File: src/rtl/pti_pkg.sv
`timescale 1ns / 1ps
// ----------------------------------------------------------------------------
// Polynomial trapezoid integrator package
// Shared constants, controller state codes, datapath command and status
// types, and the saturating arithmetic helpers.
// ----------------------------------------------------------------------------
package pti_pkg;

  localparam int MAX_DEGREE   = 4;
  localparam int MAX_SEGMENTS = 128;

  localparam int SEG_W     = 8;    // segment count field
  localparam int DEG_W     = 3;    // polynomial degree register
  localparam int K_W       = 3;    // coefficient index, 0 .. MAX_DEGREE + 1
  localparam int CFG_IDX_W = 3;    // configuration register index
  localparam int CFG_W     = 32;   // configuration data
  localparam int COEF_W    = 32;   // Q16.16 values
  localparam int VAL_W     = 64;   // Q32.32 values
  localparam int CNT_W     = 6;    // divider step counter
  localparam int DIV_W     = 48;   // divider magnitude
  localparam int Q_W       = 49;   // signed quotient (step and antiderivative terms)
  localparam int HACC_W    = 56;   // running step multiple
  localparam int OP_W      = 33;   // multiplier operand
  localparam int PP_W      = 66;   // multiplier product
  localparam int ACC_W     = 128;  // product accumulator

  localparam logic [CFG_IDX_W-1:0] REG_DEGREE = 3'd0;
  localparam logic [CFG_IDX_W-1:0] REG_COEF0  = 3'd1;
  localparam logic [CFG_IDX_W-1:0] REG_START  = 3'd6;
  localparam logic [CFG_IDX_W-1:0] REG_END    = 3'd7;

  localparam logic signed [COEF_W-1:0] RANGE_END_RST = 32'sh0001_0000;

  localparam logic signed [VAL_W-1:0] VAL_MAX = {1'b0, {(VAL_W-1){1'b1}}};
  localparam logic signed [VAL_W-1:0] VAL_MIN = {1'b1, {(VAL_W-1){1'b0}}};

  typedef logic signed [VAL_W-1:0] val_t;

  typedef struct packed {
    logic ovf;
    val_t val;
  } sat_t;

  typedef enum logic [3:0] {
    S_IDLE,
    S_DIV_LOAD,
    S_DIV_STEP,
    S_DIV_SAVE,
    S_PT_LOAD,
    S_H_INIT,
    S_H_MUL0,
    S_H_MUL1,
    S_H_WAIT,
    S_H_FIN,
    S_H_DONE,
    S_A_MUL,
    S_A_WAIT,
    S_AREA,
    S_ERR,
    S_DONE
  } state_t;

  typedef enum logic [2:0] {
    PH_FA,
    PH_FB,
    PH_INT,
    PH_ANTI_B,
    PH_ANTI_A
  } ph_t;

  typedef enum logic [1:0] {
    PT_START,
    PT_END,
    PT_NEXT
  } pt_sel_t;

  typedef enum logic [4:0] {
    OP_NOP,
    OP_START,
    OP_DIV_LOAD,
    OP_DIV_STEP,
    OP_SAVE_H,
    OP_SAVE_AC,
    OP_PT_LOAD,
    OP_HORN_INIT,
    OP_MUL,
    OP_HORN_FIN,
    OP_SUM_F,
    OP_SUM_2F,
    OP_AREA,
    OP_FB_SAVE,
    OP_EXACT,
    OP_ERR,
    OP_PUBLISH
  } dp_op_t;

  typedef struct packed {
    dp_op_t           op;
    logic [K_W-1:0]   k;
    logic             anti;
    pt_sel_t          pt;
    logic             div_h;
    logic [SEG_W-1:0] divisor;
    logic             mul_area;
    logic             a_hi;
    logic             b_hi;
    logic             mul_clr;
  } dp_cmd_t;

  typedef struct packed {
    logic [DEG_W-1:0] deg;
  } dp_sts_t;

  // Saturate a wide signed value to 64 bits.
  function automatic sat_t narrow_sat(input logic signed [ACC_W-1:0] v);
    sat_t r;
    if (v[ACC_W-1:VAL_W-1] == {(ACC_W-VAL_W+1){v[VAL_W-1]}}) begin
      r.ovf = 1'b0;
      r.val = v[VAL_W-1:0];
    end else begin
      r.ovf = 1'b1;
      r.val = v[ACC_W-1] ? VAL_MIN : VAL_MAX;
    end
    return r;
  endfunction

  function automatic sat_t from65(input logic signed [VAL_W:0] s);
    sat_t r;
    if (s[VAL_W] == s[VAL_W-1]) begin
      r.ovf = 1'b0;
      r.val = s[VAL_W-1:0];
    end else begin
      r.ovf = 1'b1;
      r.val = s[VAL_W] ? VAL_MIN : VAL_MAX;
    end
    return r;
  endfunction

  function automatic sat_t add_sat(input val_t a, input val_t b);
    logic signed [VAL_W:0] s;
    s = {a[VAL_W-1], a} + {b[VAL_W-1], b};
    return from65(s);
  endfunction

  function automatic sat_t sub_sat(input val_t a, input val_t b);
    logic signed [VAL_W:0] s;
    s = {a[VAL_W-1], a} - {b[VAL_W-1], b};
    return from65(s);
  endfunction

endpackage

File: src/rtl/pti_ctrl.sv
`timescale 1ns / 1ps
// ----------------------------------------------------------------------------
// Integrator controller
// Sequences divisions, Horner evaluations, the sum, the final scaling and
// the result handshake by issuing one datapath command per cycle.
// ----------------------------------------------------------------------------
module pti_ctrl (
  input  logic                         clk,
  input  logic                         rst_n,
  input  logic                         in_valid,
  input  logic [pti_pkg::SEG_W-1:0]    in_segments,
  output logic                         in_ready,
  output logic                         out_valid,
  input  logic                         out_ready,
  output pti_pkg::dp_cmd_t             cmd,
  input  pti_pkg::dp_sts_t             sts
);
  import pti_pkg::*;

  state_t           state_r, state_nxt;
  ph_t              ph_r, ph_nxt;
  logic [K_W-1:0]   k_r, k_nxt;
  logic [CNT_W-1:0] cnt_r, cnt_nxt;
  logic [SEG_W-1:0] seg_r, seg_nxt;
  logic [SEG_W-1:0] i_r, i_nxt;
  logic             div_h_r, div_h_nxt;
  logic             out_valid_r, out_valid_nxt;
  logic             anti;
  logic [K_W-1:0]   top_k;
  logic [SEG_W-1:0] seg_clamp;
  logic             accept;
  logic             publish;

  assign in_ready  = (state_r == S_IDLE);
  assign accept    = in_valid && in_ready;
  assign out_valid = out_valid_r;
  assign publish   = (state_r == S_DONE) && (!out_valid_r || out_ready);
  assign anti      = (ph_r == PH_ANTI_B) || (ph_r == PH_ANTI_A);
  assign top_k     = anti ? K_W'(sts.deg) + K_W'(1) : K_W'(sts.deg);

  always_comb begin
    if (in_segments == '0) begin
      seg_clamp = SEG_W'(1);
    end else if (in_segments > SEG_W'(MAX_SEGMENTS)) begin
      seg_clamp = SEG_W'(MAX_SEGMENTS);
    end else begin
      seg_clamp = in_segments;
    end
  end

  // Next state and counters.
  always_comb begin
    state_nxt = state_r;
    ph_nxt    = ph_r;
    k_nxt     = k_r;
    cnt_nxt   = cnt_r;
    seg_nxt   = seg_r;
    i_nxt     = i_r;
    div_h_nxt = div_h_r;
    unique case (state_r)
      S_IDLE: begin
        if (accept) begin
          seg_nxt   = seg_clamp;
          div_h_nxt = 1'b1;
          k_nxt     = '0;
          state_nxt = S_DIV_LOAD;
        end
      end
      S_DIV_LOAD: begin
        cnt_nxt   = '0;
        state_nxt = S_DIV_STEP;
      end
      S_DIV_STEP: begin
        cnt_nxt = cnt_r + CNT_W'(1);
        if (cnt_r == CNT_W'(DIV_W - 1)) begin
          state_nxt = S_DIV_SAVE;
        end
      end
      S_DIV_SAVE: begin
        if (div_h_r) begin
          div_h_nxt = 1'b0;
          k_nxt     = '0;
          state_nxt = S_DIV_LOAD;
        end else if (k_r == K_W'(sts.deg)) begin
          ph_nxt    = PH_FA;
          state_nxt = S_PT_LOAD;
        end else begin
          k_nxt     = k_r + K_W'(1);
          state_nxt = S_DIV_LOAD;
        end
      end
      S_PT_LOAD: state_nxt = S_H_INIT;
      S_H_INIT: begin
        if (top_k == '0) begin
          state_nxt = S_H_DONE;
        end else begin
          k_nxt     = top_k - K_W'(1);
          state_nxt = S_H_MUL0;
        end
      end
      S_H_MUL0: state_nxt = S_H_MUL1;
      S_H_MUL1: state_nxt = S_H_WAIT;
      S_H_WAIT: state_nxt = S_H_FIN;
      S_H_FIN: begin
        if (k_r == '0) begin
          state_nxt = S_H_DONE;
        end else begin
          k_nxt     = k_r - K_W'(1);
          state_nxt = S_H_MUL0;
        end
      end
      S_H_DONE: begin
        case (ph_r)
          PH_FA: begin
            ph_nxt    = PH_FB;
            state_nxt = S_PT_LOAD;
          end
          PH_FB: begin
            if (seg_r == SEG_W'(1)) begin
              cnt_nxt   = '0;
              state_nxt = S_A_MUL;
            end else begin
              i_nxt     = SEG_W'(1);
              ph_nxt    = PH_INT;
              state_nxt = S_PT_LOAD;
            end
          end
          PH_INT: begin
            if (i_r == seg_r - SEG_W'(1)) begin
              cnt_nxt   = '0;
              state_nxt = S_A_MUL;
            end else begin
              i_nxt     = i_r + SEG_W'(1);
              state_nxt = S_PT_LOAD;
            end
          end
          PH_ANTI_B: begin
            ph_nxt    = PH_ANTI_A;
            state_nxt = S_PT_LOAD;
          end
          PH_ANTI_A: state_nxt = S_ERR;
          default:   state_nxt = S_IDLE;
        endcase
      end
      S_A_MUL: begin
        cnt_nxt = cnt_r + CNT_W'(1);
        if (cnt_r[1:0] == 2'd3) begin
          state_nxt = S_A_WAIT;
        end
      end
      S_A_WAIT: state_nxt = S_AREA;
      S_AREA: begin
        ph_nxt    = PH_ANTI_B;
        state_nxt = S_PT_LOAD;
      end
      S_ERR: state_nxt = S_DONE;
      S_DONE: begin
        if (publish) begin
          state_nxt = S_IDLE;
        end
      end
      default: state_nxt = S_IDLE;
    endcase
  end

  always_comb begin
    out_valid_nxt = out_valid_r;
    if (publish) begin
      out_valid_nxt = 1'b1;
    end else if (out_valid_r && out_ready) begin
      out_valid_nxt = 1'b0;
    end
  end

  // Datapath commands.
  always_comb begin
    cmd    = '0;
    cmd.op = OP_NOP;
    unique case (state_r)
      S_IDLE: begin
        if (accept) begin
          cmd.op = OP_START;
        end
      end
      S_DIV_LOAD: begin
        cmd.op      = OP_DIV_LOAD;
        cmd.div_h   = div_h_r;
        cmd.k       = k_r;
        cmd.divisor = div_h_r ? seg_r : SEG_W'(k_r) + SEG_W'(1);
      end
      S_DIV_STEP: cmd.op = OP_DIV_STEP;
      S_DIV_SAVE: begin
        cmd.op = div_h_r ? OP_SAVE_H : OP_SAVE_AC;
        cmd.k  = k_r;
      end
      S_PT_LOAD: begin
        cmd.op = OP_PT_LOAD;
        case (ph_r)
          PH_FA, PH_ANTI_A: cmd.pt = PT_START;
          PH_FB, PH_ANTI_B: cmd.pt = PT_END;
          default:          cmd.pt = PT_NEXT;
        endcase
      end
      S_H_INIT: begin
        cmd.op   = OP_HORN_INIT;
        cmd.k    = top_k;
        cmd.anti = anti;
      end
      S_H_MUL0: begin
        cmd.op      = OP_MUL;
        cmd.mul_clr = 1'b1;
      end
      S_H_MUL1: begin
        cmd.op   = OP_MUL;
        cmd.a_hi = 1'b1;
      end
      S_H_WAIT: cmd.op = OP_NOP;
      S_H_FIN: begin
        cmd.op   = OP_HORN_FIN;
        cmd.k    = k_r;
        cmd.anti = anti;
      end
      S_H_DONE: begin
        case (ph_r)
          PH_FA, PH_FB: cmd.op = OP_SUM_F;
          PH_INT:       cmd.op = OP_SUM_2F;
          PH_ANTI_B:    cmd.op = OP_FB_SAVE;
          PH_ANTI_A:    cmd.op = OP_EXACT;
          default:      cmd.op = OP_NOP;
        endcase
      end
      S_A_MUL: begin
        cmd.op       = OP_MUL;
        cmd.mul_area = 1'b1;
        cmd.a_hi     = cnt_r[1];
        cmd.b_hi     = cnt_r[0];
        cmd.mul_clr  = (cnt_r[1:0] == 2'd0);
      end
      S_A_WAIT: cmd.op = OP_NOP;
      S_AREA:   cmd.op = OP_AREA;
      S_ERR:    cmd.op = OP_ERR;
      S_DONE: begin
        if (publish) begin
          cmd.op = OP_PUBLISH;
        end
      end
      default: cmd.op = OP_NOP;
    endcase
  end

  always_ff @(posedge clk) begin
    if (!rst_n) begin
      state_r     <= S_IDLE;
      ph_r        <= PH_FA;
      k_r         <= '0;
      cnt_r       <= '0;
      seg_r       <= SEG_W'(1);
      i_r         <= '0;
      div_h_r     <= 1'b0;
      out_valid_r <= 1'b0;
    end else begin
      state_r     <= state_nxt;
      ph_r        <= ph_nxt;
      k_r         <= k_nxt;
      cnt_r       <= cnt_nxt;
      seg_r       <= seg_nxt;
      i_r         <= i_nxt;
      div_h_r     <= div_h_nxt;
      out_valid_r <= out_valid_nxt;
    end
  end

  // A new result is only loaded when the previous one is gone or leaving.
  a_publish_safe: assert property (@(posedge clk) disable iff (!rst_n)
    (cmd.op == OP_PUBLISH) |-> (!out_valid_r || out_ready))
    else $error("result overwritten while still held");

  // An accepted item always starts with the step division.
  a_accept_div: assert property (@(posedge clk) disable iff (!rst_n)
    accept |=> (state_r == S_DIV_LOAD) && div_h_r)
    else $error("accepted item did not start the step division");

  // Interior sample index stays within 1 .. segments - 1.
  a_int_index: assert property (@(posedge clk) disable iff (!rst_n)
    (state_r == S_PT_LOAD && ph_r == PH_INT) |-> (i_r != '0) && (i_r < seg_r))
    else $error("interior sample index out of range");

  // Horner coefficient index never passes the maximum degree.
  a_horner_k: assert property (@(posedge clk) disable iff (!rst_n)
    (state_r == S_H_FIN) |-> (k_r <= K_W'(MAX_DEGREE)))
    else $error("Horner coefficient index out of range");

endmodule

File: config.mk
export PLATFORM = sky130hd
export DESIGN_NAME = pti_ctrl
export DESIGN_NICKNAME = d
export VERILOG_FILES = /design/src/rtl/pti_pkg.sv /design/src/rtl/pti_ctrl.sv
export SDC_FILE = /design/constraint.sdc
export NUM_CORES = 1
export LEC_CHECK = 0
export BUFFER_PORTS_ARGS = -buffer_cell sky130_fd_sc_hd__buf_4
export CAP_MARGIN = 20
export CORE_ASPECT_RATIO = 0.8
export CORE_MARGIN = 5
export CORE_UTILIZATION = 30
export CTS_BUF_LIST = sky130_fd_sc_hd__clkbuf_8
export CTS_CLUSTER_DIAMETER = 120
export DETAILED_ROUTE_END_ITERATION = 12
export SYNTH_ARGS = -nofsm -noshare
export SYNTH_HDL_FRONTEND = slang
export SYNTH_SLANG_ARGS = --single-unit
File: constraint.sdc
create_clock -name clk -period 6.84 [get_ports clk]
set_input_delay 1.026 -clock clk [delete_from_list [all_inputs] [get_ports clk]]
set_output_delay 1.026 -clock clk [all_outputs]
set_load 0.01 [all_outputs]
## Yosys cells after proc, flatten, opt, wreduce, memory -nomap -nowiden

Index checks and enable logic that the tools add are counted.

| storage, ports and cells | value |
|---|---|
| word-level logic and storage cells | 143 |
| bits of input ports | 15 |
| flip-flop bits (word level) | 34 |
| output and inout bits | 26 |

| operators by class | value |
|---|---|
| mux-type cells | 52 |
| reductions and logical operators | 34 |
| $add $sub $neg | 8 |
| equal/unequal tests | 40 |
| magnitude comparators | 1 |

Operators by type and width:

| kind | count |
|---|---|
| $pmux W5 S13 | 1 |
| $pmux W4 S16 | 1 |
| $mux W8 | 5 |
| $mux W3 | 11 |
| $eq A4 B4 Y1 const B | 8 |
| $mux W4 | 8 |
| $pmux W4 S4 | 2 |
| $ne A2 B2 Y1 const B | 9 |
| $pmux W3 S3 | 2 |
| $pmux W6 S3 | 1 |
| $eq A4 B3 Y1 const B | 4 |
| $pmux W8 S2 | 1 |
| $reduce_or A2 Y1 | 7 |
| $mux W6 | 2 |
| $ne A3 B3 Y1 const B | 4 |
| $pmux W3 S4 | 1 |
| $pmux W6 S2 | 1 |
| $reduce_and A4 Y1 | 3 |
| $reduce_and A5 Y1 | 2 |
| $logic_not A3 Y1 | 3 |
| $mux W9 | 1 |
| $add A8 B1 Y8 const B | 1 |
| $eq A4 B2 Y1 const B | 2 |
| $eq A8 B1 Y1 const B | 1 |
| 34 further kinds | 54 |

## Longest topological paths before layout

| logic depth | value |
|---|---|
| depth in word-level cells | 6 |
| depth in mapped cells | 11 |
| mapped depth without buffers | 10 |

## Worst setup path before layout

OpenSTA, ideal clock, no wires.

| timing | value |
|---|---|
| kind | in2out |
| from | input sts[0] in the netlist's numbering |
| to | output cmd[17] in the netlist's numbering |
| data required time | 5.814 ns |
| cell stages on the path | 7 |
| data arrival time | 2.184 ns |
| buffers on the path | 0 |
| slack | 3.630 ns |
| path through | ha_1 -> inv_1 -> o2bb2ai_1 -> a221oi_1 -> a2bb2oi_1 -> o21ai_0 -> and2_1 |

RTL lines:

| what | line | text |
|---|---|---|
| start: declaration | pti_ctrl.sv:16 | `input pti_pkg::dp_sts_t sts` |
| end: declaration | pti_ctrl.sv:15 | `output pti_pkg::dp_cmd_t cmd,` |

==> out/results.txt <==
outcome = finished, final reports clean
CP max stage delay = 390 ps
busiest layer in global routing = met1
clock sink count = 34
initial antenna violation count = 0
Primary FF master, synth = dfxtp_1
Wirelength per Cell = 15.69 um
slew margin rel. = 50.17%
DRC viols = 0
PostCTS Resize Cnt = 0
Worst Tran Pin Value = 741.7 ps
cell mode on critical path = buf_4
Slowest-stage cell, CP = a221oi_1
Worst EP required = 5810 ps
Clock Root Buffer = clkbuf_8
depth of the CTS H-tree = 2
syn nets = 428
synth unique cells = 60
Post-DRT Antenna Nets = 0
Top delay family on crit path = compound AO/OA/AOI/OAI gates
ANT cells = 0
Setup Buffers After CTS = 0
total of max-cap violations = 0
Post-Layout Inst Area = 0.003314 mm2
Power Density = 274.0 mW/mm2
clock latency on the worst-skew pair = 290 ps
synth-to-layout area growth = 16.24%
buffers plus inverters on the worst setup path = 3
GR Layer Usage met3 = 2.736%
Initial Utilization = 31.15%
via count = 3,025
Chip Width = 119 um
R2R depth = 5
routed vias/inst = 5.530
skew final = 12.32 ps
number of DRC markers in iteration 0 = 199
worst-path fanout max = 8
kind of start point of the critical path = primary input
internal reg-to-reg setup slack = 4050 ps
Fill cells = 981
Avg Synthesized Cell Area = 7.058 um2
pin count of the biggest net entering global routing = 29
worst hold path class = reg2reg
port bufs = 40
Hold Crit Start = cnt_r[5]
Pleak = 0.001272 uW
Worst VDD drop = 0.00008654 V
asr flop ratio synth = 0%
synthesized area = 0.002851 mm2
Setup violations, final = 0
fraction of layout cells with a size suffix above 1 = 13.89%
Hold Fails Final Rpt = 0
Synth Warn # = 0
Setup TNS Final = 0 ps
Mapped Cells = 404
CP Cell Sequence = buf_4, ha_1, inv_1, o2bb2ai_1, a221oi_1, a2bb2oi_1, o21ai_0, and2_1, buf_4
RSZ-0062 raised after global routing = no
Tmin final = 3598 ps
Max Clock Freq = 277.9 MHz
vias in the first global route = 2,594
Seq/Total Area, Yosys = 23.87%
Total GRT Usage = 14.34%
Final Max Tran Viols = 0
core area = 0.009154 mm2
fin crit share = 52.60%
worst path arrival time = 2570 ps
GR Util met2 = 20.67%
GRT overflow = 0
gp weighted congestion = 0.9607
met1 Usage GRT = 21.60%
cell count of the worst hold path = 1
Hold-fix buffers, CTS = 0
Post-DP HPWL = 6415 um
clk buf depth = 2
reg2reg start = state_r[1]
1st-pass router iterations = 4
number of enable flip-flop cells after synthesis = 0
Layout Nets = 455
I/O pins = 41
Worst Hold End = cnt_r[5]
Num CTS Buffers = 5
crit end category = primary output
crit path kind = in2out
r2r endpoint = k_r[2]
# rows = 31
die area = 0.01157 mm2
Yosys reg bits = 34
global-route wire length before repair = 13,920 um
Total Wirelength = 8581 um
CTS tree = yes
Die Y = 97.20 um
Placed Instance Area = 0.003223 mm2
CTS clk-pin slew, worst paths = 70 ps
-- per-stage QoR --
stage / std cells / power, uW / util [%] / hold slack [ps] / setup WS [ps]
6_report: 547 / 908.3 / 36.21 / 452.9 / 3242
3_5_place_dp: 539 / 752.6 / 35.21 / 445.1 / 3240
5_1_grt: 547 / 977.9 / 36.21 / 487.6 / 3041
2_1_floorplan: 404 / 609.8 / - / 424.0 / 3630
4_1_cts: 547 / 910.5 / 36.21 / 456.0 / 3240
3_3_place_gp: 539 / 748.3 / 35.21 / 446.1 / 3311
-- cells by family (layout without fill, tap and decap cells) --
kind of cell / count (synthesis) / in the layout / share of synthesized area [%]
XOR/XNOR: 16 / 16 / 4.914
AO/OA/AOI/OAI: 108 / 108 / 24.84
adder cells (fa/ha/maj): 9 / 9 / 3.949
flip-flops: 34 / 34 / 23.87
AND/OR/NAND/NOR: 190 / 190 / 34.80
multiplexers: 5 / 5 / 1.799
buffers and inverters: 42 / 70 / 5.836
-- per-layer routing --
layer / vias to the layer above / share of wire [%]
met1: 1414 / 50
met2: 97 / 43
met3: 9 / 5.6
li1: 1505 / -
met4: 0 / 1.1
met5: - / 0
-- flip-flops by register name, indices dropped and copies added, names as in the netlist --
signal / cells
seg_r: 8
cnt_r: 6
i_r: 8
div_h_r: 1
out_valid: 1
state_r: 4
ph_r: 3
k_r: 3
-- layout by cell type, fill, tap and decap left out, types with 10 or more instances in the layout --
cell	synthesis	final
a21oi_1	29	29
buf_4	0	43
dfxtp_1	34	34
inv_1	18	19
nand2_1	39	39
nand2b_1	12	12
nand3_1	24	24
nor2_1	47	47
nor2b_1	10	10
o21ai_0	25	25
xnor2_1	12	12
-- cells in the mapped netlist (all sizes together), types with 6 or more instances --
master,instances,area [um2]
dfxtp,34,680.7
nor3,10,55.05
and3,6,37.54
a31oi,8,50.05
nand3,24,120.1
nor3b,9,67.56
nor2,48,182.7
nor4,7,71.31
nand2,39,146.4
inv,18,67.56
ha,9,112.6
a211oi,7,52.55
and2,9,56.30
nand2b,12,75.07
xnor2,12,105.1
o21ai,25,125.1
a21oi,29,145.1
clkbuf,19,71.32
nor2b,10,62.56
-- worst max path at each step --
stage                    start       to  slack, ps  cells after the start
finish                  sts[0]  cmd[17]       3240                      9
global route        state_r[1]  cmd[19]       3040                      6
CTS                     sts[0]  cmd[17]       3240                      9
detailed placement      sts[0]  cmd[17]       3240                      9
global placement        sts[0]  cmd[17]       3310                      9
floorplan               sts[0]  cmd[17]       3630                      7
-- power breakdown --
part           switching (uW)  total (uW)  leakage (uW)  internal, uW
Sequential               54.3         280      0.000276           225
Combinational             286         473      0.000944           187
Clock                    75.8         156     0.0000524          79.8
-- area by class of cell --
| type | count | area [um2] | area share [%] |
|---|---|---|---|
| Inverter | 19 | 71.32 | 2.152 |
| Tap cell | 115 | 143.9 | 4.341 |
| Sequential cell | 34 | 680.7 | 20.54 |
| Timing Repair Buffer | 43 | 322.8 | 9.740 |
| Clock buffer | 6 | 82.58 | 2.492 |
| Multi-Input combinational cell | 328 | 2004 | 60.48 |
| Clock inverter | 2 | 8.758 | 0.2643 |
Power figures use the tool's default switching activity.
